<file path="src/rtl/ssm_div.sv">
// ----------------------------------------------------------------------------
// ssm_div
// Unsigned restoring divider, one quotient bit per cycle.
// ----------------------------------------------------------------------------
module ssm_div #(
   parameter int NUM_W = 13,
   parameter int DEN_W = 5
) (
   input  logic             clock,
   input  logic             reset,
   input  logic             start,
   input  logic [NUM_W-1:0] numer,
   input  logic [DEN_W-1:0] denom,
   output logic             done,
   output logic [NUM_W-1:0] quotient,
   output logic [DEN_W-1:0] remainder
);

   localparam int CNT_W = $clog2(NUM_W + 1);

   logic             busy_ff;
   logic             done_ff;
   logic [CNT_W-1:0] cnt_ff;
   logic [NUM_W-1:0] quo_ff;
   logic [DEN_W-1:0] rem_ff;
   logic [DEN_W-1:0] den_ff;

   logic [DEN_W:0] trial;
   logic [DEN_W:0] diff;
   logic           fits;

   // Shift in the next dividend bit and try to subtract the divisor.
   assign trial = {rem_ff, quo_ff[NUM_W-1]};
   assign diff  = trial - {1'b0, den_ff};
   assign fits  = trial >= {1'b0, den_ff};

   always_ff @(posedge clock) begin
      if (reset) begin
         busy_ff <= 1'b0;
         done_ff <= 1'b0;
         cnt_ff  <= '0;
      end else begin
         done_ff <= 1'b0;
         if (start) begin
            busy_ff <= 1'b1;
            cnt_ff  <= '0;
            quo_ff  <= numer;
            rem_ff  <= '0;
            den_ff  <= denom;
         end else if (busy_ff) begin
            quo_ff <= {quo_ff[NUM_W-2:0], fits};
            rem_ff <= fits ? diff[DEN_W-1:0] : trial[DEN_W-1:0];
            cnt_ff <= cnt_ff + CNT_W'(1);
            if (cnt_ff == CNT_W'(NUM_W - 1)) begin
               busy_ff <= 1'b0;
               done_ff <= 1'b1;
            end
         end
      end
   end

   assign done      = done_ff;
   assign quotient  = quo_ff;
   assign remainder = rem_ff;

endmodule

</file>
<file path="config.mk">
export PLATFORM = sky130hd
export DESIGN_NAME = ssm_div
export DESIGN_NICKNAME = d
export VERILOG_FILES = /design/src/rtl/ssm_div.sv
export SDC_FILE = /design/constraint.sdc
export NUM_CORES = 1
export LEC_CHECK = 0
export BUFFER_PORTS_ARGS = -buffer_cell sky130_fd_sc_hd__buf_4
export CAP_MARGIN = 0
export CORE_UTILIZATION = 45
export CTS_CLUSTER_DIAMETER = 100
export DETAILED_ROUTE_END_ITERATION = 16
export PLACE_DENSITY = 0.84
export SKIP_CTS_REPAIR_TIMING = 1
export SLEW_MARGIN = 30
export SYNTH_ARGS = -nofsm -noshare
export SYNTH_HDL_FRONTEND = slang
export SYNTH_SLANG_ARGS = --single-unit
export TNS_END_PERCENT = 1
</file>
<file path="constraint.sdc">
create_clock -name clock -period 1.75 [get_ports clock]
set_input_delay 0.0875 -clock clock [delete_from_list [all_inputs] [get_ports clock]]
set_output_delay 0.0875 -clock clock [all_outputs]
set_load 0.03 [all_outputs]
</file>
Word level (Yosys, flattened, before mapping)

Index checks and enable logic that the tools add are counted.

Input port bits: 21
Memories: 0
Word-level logic and storage cells: 25
Memory bits (read-only): 0
Bits in latches: 0
Output and inout bits: 19
Bits in writable memories: 0
Flip-flop bits (word level): 29

Bitwise operators: 2
$mul: 0
Shift-type cells: 0
$lt $le $gt $ge: 1
Eq/ne operators: 1
$add $sub $neg: 2
Mux-type cells: 8
Reductions and logical operators: 5
Div/mod/pow operators: 0

Operator list:

| kind                                                           | number |
|---|---|
| 13-bit 2-to-1 mux                                              | 2 |
| 5-bit 2-to-1 mux                                               | 2 |
| 6-bit by 5-bit greater-or-equal comparator with 1-bit output   | 1 |
| 5-bit subtractor                                               | 1 |
| 4-bit by 1-bit adder with 4-bit output (second input constant) | 1 |
| 4-bit equality test (second input constant)                    | 1 |
| 1-bit 2-to-1 mux                                               | 4 |
| 2-bit AND reduction                                            | 2 |
| 3-bit OR reduction                                             | 1 |
| 1-bit NOT                                                      | 2 |
| 2-bit nonzero test                                             | 1 |
| 2-bit OR reduction                                             | 1 |

Depth between registers and ports, before layout

Depth after elaboration: 4
Gate-level depth with buffers: 8
Depth with buffers taken out: 8

Worst setup path after synthesis

OpenSTA, ideal clock, no wires.

Kind: register to register
Start point: register quo_ff[12] (netlist: quotient[12])
End point: register rem_ff[4] (netlist: remainder[4]) (data pin)
Clock period less this slack: 2.177 ns
Path slack: -0.427 ns
Cell stages (with the launch flop): 9
Arrival time: 1.908 ns
Data required time: 1.481 ns
Setup time: 0.269 ns
Cells stage by stage: edfxtp_1 > inv_1 > ha_1 > inv_1 > fa_1 > a21oi_2 > inv_2 > a2111oi_0 > nor3_1

Word-level cells in the longest chain between the ends: 3

RTL lines:

| element                                                                                          | line   | source |
|---|---|---|
| start: declaration                                                                               | 24     | `logic [NUM_W-1:0] quo_ff;` |
| start signal: assignment                                                                         | 47     | `quo_ff <= numer;` |
| start signal: assignment                                                                         | 51     | `quo_ff <= {quo_ff[NUM_W-2:0], fits};` |
| 5-bit subtractor or 6-bit by 5-bit greater-or-equal comparator with 1-bit output (tied branches) | 34, 35 |  |
| 5-bit 2-to-1 mux *                                                                               | 52     | `rem_ff <= fits ? diff[DEN_W-1:0] : trial[DEN_W-1:0];` |
| 5-bit 2-to-1 mux *                                                                               | 50     | `end else if (busy_ff) begin` |
| end signal: assignment                                                                           | 52     |  |
| end: declaration                                                                                 | 25     | `logic [DEN_W-1:0] rem_ff;` |

Mark *: on every way between the ends. The rest lies on a longest branch, timed or not. The select of a mux whose other input is x is not followed.
A chain may end at the register's enable or synchronous reset.

Worst setup path after layout

Ends and elaborated chain as after synthesis.

==> key figures <==
Synthesis
  • Syn_nets: approximately 140
  • Yosys top cell by area: edfxtp_1
  • Synth Instances: ~110
  • Synth Register Bits: 29
  • Synth Warn #: 0
  • Post-synth EDFFs: 23
  • Syn avg cell area: 12.45 µm²
  • Post-synthesis async set-or-reset flop share: 0%
  • Sequential fraction of the synthesis area: between 50 and 60%
  • Leading register cell type out of synthesis: edfxtp_1
  • Post-Syn Area: 1406 µm²
  • Yosys cell types: 29
  • Synth top area share: 49.11%
  • Top cells by area, synth: edfxtp_1 (49%), mux2_2 (9.6%), dfxtp_1 (8.5%), ha_1 (6.2%), nor3_1 (2.8%)

GRT
  • First-pass GRT wire length: 4643 µm
  • GRT Util Overall: 18.71%
  • Vias in the first global route: 1069
  • Largest net degree at the start of global routing: 23
  • Initial antenna violation count: 0
  • GRT overflow: 0

Worst setup path
  • Crit-path most repeated cell: inv_2
  • CP max stage cell: edfxtp_1
  • R2r startpoint: quotient[12]
  • Delay of the slowest critical-path stage: around 0.41 ns
  • R2R depth: 8
  • Crit. Startpoint: quotient[12]
  • Critical path launch point type: register
  • Crit path DAT: 1.98 ns
  • Reg2Reg Setup Slack: -0.15 ns
  • Crit-path cells: inv_2, ha_4, inv_2, fa_2, a21oi_4, inv_2, a2111oi_4, nor3_1
  • CP Data Required Time: 1.83 ns
  • Worst setup path end: remainder[4]
  • CP Capture Type: register
  • Reg2reg end: remainder[4]
  • Setup CP Type: register to register
  • Crit-path max FO: 3

Cells and area
  • Fraction of layout cells with a size suffix above 1: 46.82%
  • Antenna cells: 0
  • Syn-to-layout area delta: 41.55%
  • Nets: approximately 200

Timing
  • Min Tclk post-route: roughly 1.9 ns
  • Final hold violation count: 0
  • F_max: 0.5267 GHz
  • Setup ws final: -0.1487 ns
  • Setup Skew: approximately 0.0093 ns
  • Tightest Pin Transition: 0.4761 ns
  • RSZ-0062 raised after global routing: yes
  • Pins Over Slew Limit: 0
  • Hold_ws: 0.06528 ns
  • Fin crit share: 108.5%
  • Setup Viol. Count Final: 6
  • Slew headroom: 68.14%

Pwr
  • Fraction of power spent switching nets: 26.89%
  • Int Power: 1.343 mW
  • Leakage: 0.8304 nW
  • Clock network power share: a little under a third
  • Design Power: about 1.8 mW
  • Max IR drop VDD: around 0.00062 V
  • PwrDens: 922.9 nW/µm²
  • Psw: just under 500 µW
  • Gate power share: a little under a quarter
  • Seq pwr share: 45.0%

Status
  • Failing checks: design-rule violations, negative setup slack
  • Run status: finished with violations

Route
  • DR vias: 1085
  • Initial DRC Count: 25
  • Routed wire length: roughly 3000 µm
  • Antenna-violating nets left: 0
  • DR DRC count: 2
  • Drt pass-1 iters: 10
  • Vias per cell: 5.319
  • Wire length per cell: 15.02 µm

Worst hold path
  • Hold Crit Class: input pin to register

Run
  • Maxcap violations: 0

CTS
  • CTS tree: built
  • Htree depth: 2
  • Clock Latency Late Sink: 0.32 ns
  • CTS Buffer Depth: 2
  • TritonCTS Sinks: 29
  • Num CTS Buffers: 5
  • Clock transition at path regs: 0.10 ns
  • CTS Root Cell: clkbuf_4

Die
  • Io pins: 40
  • Die W: 57.91 µm
  • Row cnt: 19
  • Die area: 3353 µm²
  • Starting Density: 49.30%
  • Die Y: 57.91 µm
  • Core area: 2853 µm²

Placed design
  • Buffers added on ports: 39
  • Post-detail-place hpwl: between 2000 and 2500 µm
  • Final GP Congestion: ~0.9
layer usage:
layer | routed length (µm) | vias up | track usage (%)
met4 | 30 | 0 | 8.503
met2 | 1661 | 28 | 32.35
li1 | - | 526 | -
met1 | 1243 | 527 | 20.70
met3 | 128 | 4 | 6.473
met5 | 0 | - | 0
cell families after synthesis:
logic type	after synthesis	share of synthesized area, %
adders and majority gates	8	7.651
xor gates and xnor gates	4	2.492
DFF	29	57.65
muxes	13	10.32
AOI/OAI and AO/OA	17	8.629
buffers and inverters	13	3.736
and+or+nand+nor	29	9.520
synthesized netlist by cell type, drive strengths merged (3+ instances only):
cell,count
edfxtp,23
o21ai,4
dfxtp,6
xor2,3
nand2,4
mux2,12
o21a,3
inv,10
nor3,8
buf,3
nor2,10
a21oi,6
ha,7
power by group through the flow:
stage / registers, mW / clock network, mW / logic, mW
after floorplan: 0.900 / 0 / 0.188
after global placement: 0.838 / 0 / 0.389
after detailed placement: 0.842 / 0 / 0.403
after CTS: 0.826 / 0.582 / 0.404
after global routing: 0.833 / 0.600 / 0.471
final: 0.827 / 0.573 / 0.437
area by class of cell:
| type | count | area (µm²) |
|---|---|---|
| clock buffers | 7 | 55.05 |
| clock inverters | 1 | 30.03 |
| fillers | 215 | 862.1 |
| flip-flops and latches | 29 | 810.8 |
| multi-input cells | 71 | 590.6 |
| repair buffers | 55 | 427.9 |
| inverters | 10 | 37.54 |
| well taps | 31 | 38.79 |
critical path, delay by kind of cell (launching register included):
family                   cells  cell delay [ns]
adder cells (fa/ha/maj)      2             0.49
AND/OR/NAND/NOR              1             0.08
AO/OA/AOI/OAI                2             0.47
buffers and inverters        3             0.21
flip-flops                   1             0.41
per-stage QoR:
step | utilization [%] | setup TNS, ns | std cells | instance area, µm² | worst slack, ns
after floorplan | - | -1.466 | 113 | 1425 | -0.3114
after global placement | 63.42 | -0.6513 | 189 | 1809 | -0.1444
final | 69.78 | -0.6053 | 204 | 1991 | -0.1487
after CTS | 66.40 | -1.205 | 197 | 1894 | -0.2547
after global routing | 69.78 | -1.167 | 204 | 1991 | -0.2445
after detailed placement | 63.42 | -1.091 | 189 | 1809 | -0.2426
worst min-delay path by stage:
stage	start	end	cells after the start
floorplan	denom[0]	den_ff[0]	0
global placement	denom[2]	den_ff[2]	1
detailed placement	denom[0]	den_ff[0]	1
CTS	denom[3]	den_ff[3]	1
global route	numer[1]	quotient[1]	2
finish	numer[4]	quotient[4]	2
layout by cell type, fill, tap and decap left out, types with 2 or more instances in the layout:
cell type	count
o21a_1	2
nand4_1	2
dfxtp_1	6
edfxtp_1	23
ha_1	6
nor2_1	9
nand2_1	4
nand3_1	2
nor3_1	8
buf_4	49
and3_1	2
dlygate4sd3_1	6
mux2_2	12
xor2_1	3
inv_1	7
a21oi_1	4
inv_2	3
o21ai_2	2
clkbuf_4	5
state kept, by name (all words and copies together), names as in the netlist:
signal and flops:
busy_ff 1, den_ff 5, remainder 5, quotient 13, done 1, cnt_ff 4
Note: power is estimated with default switching activity, not from simulation.
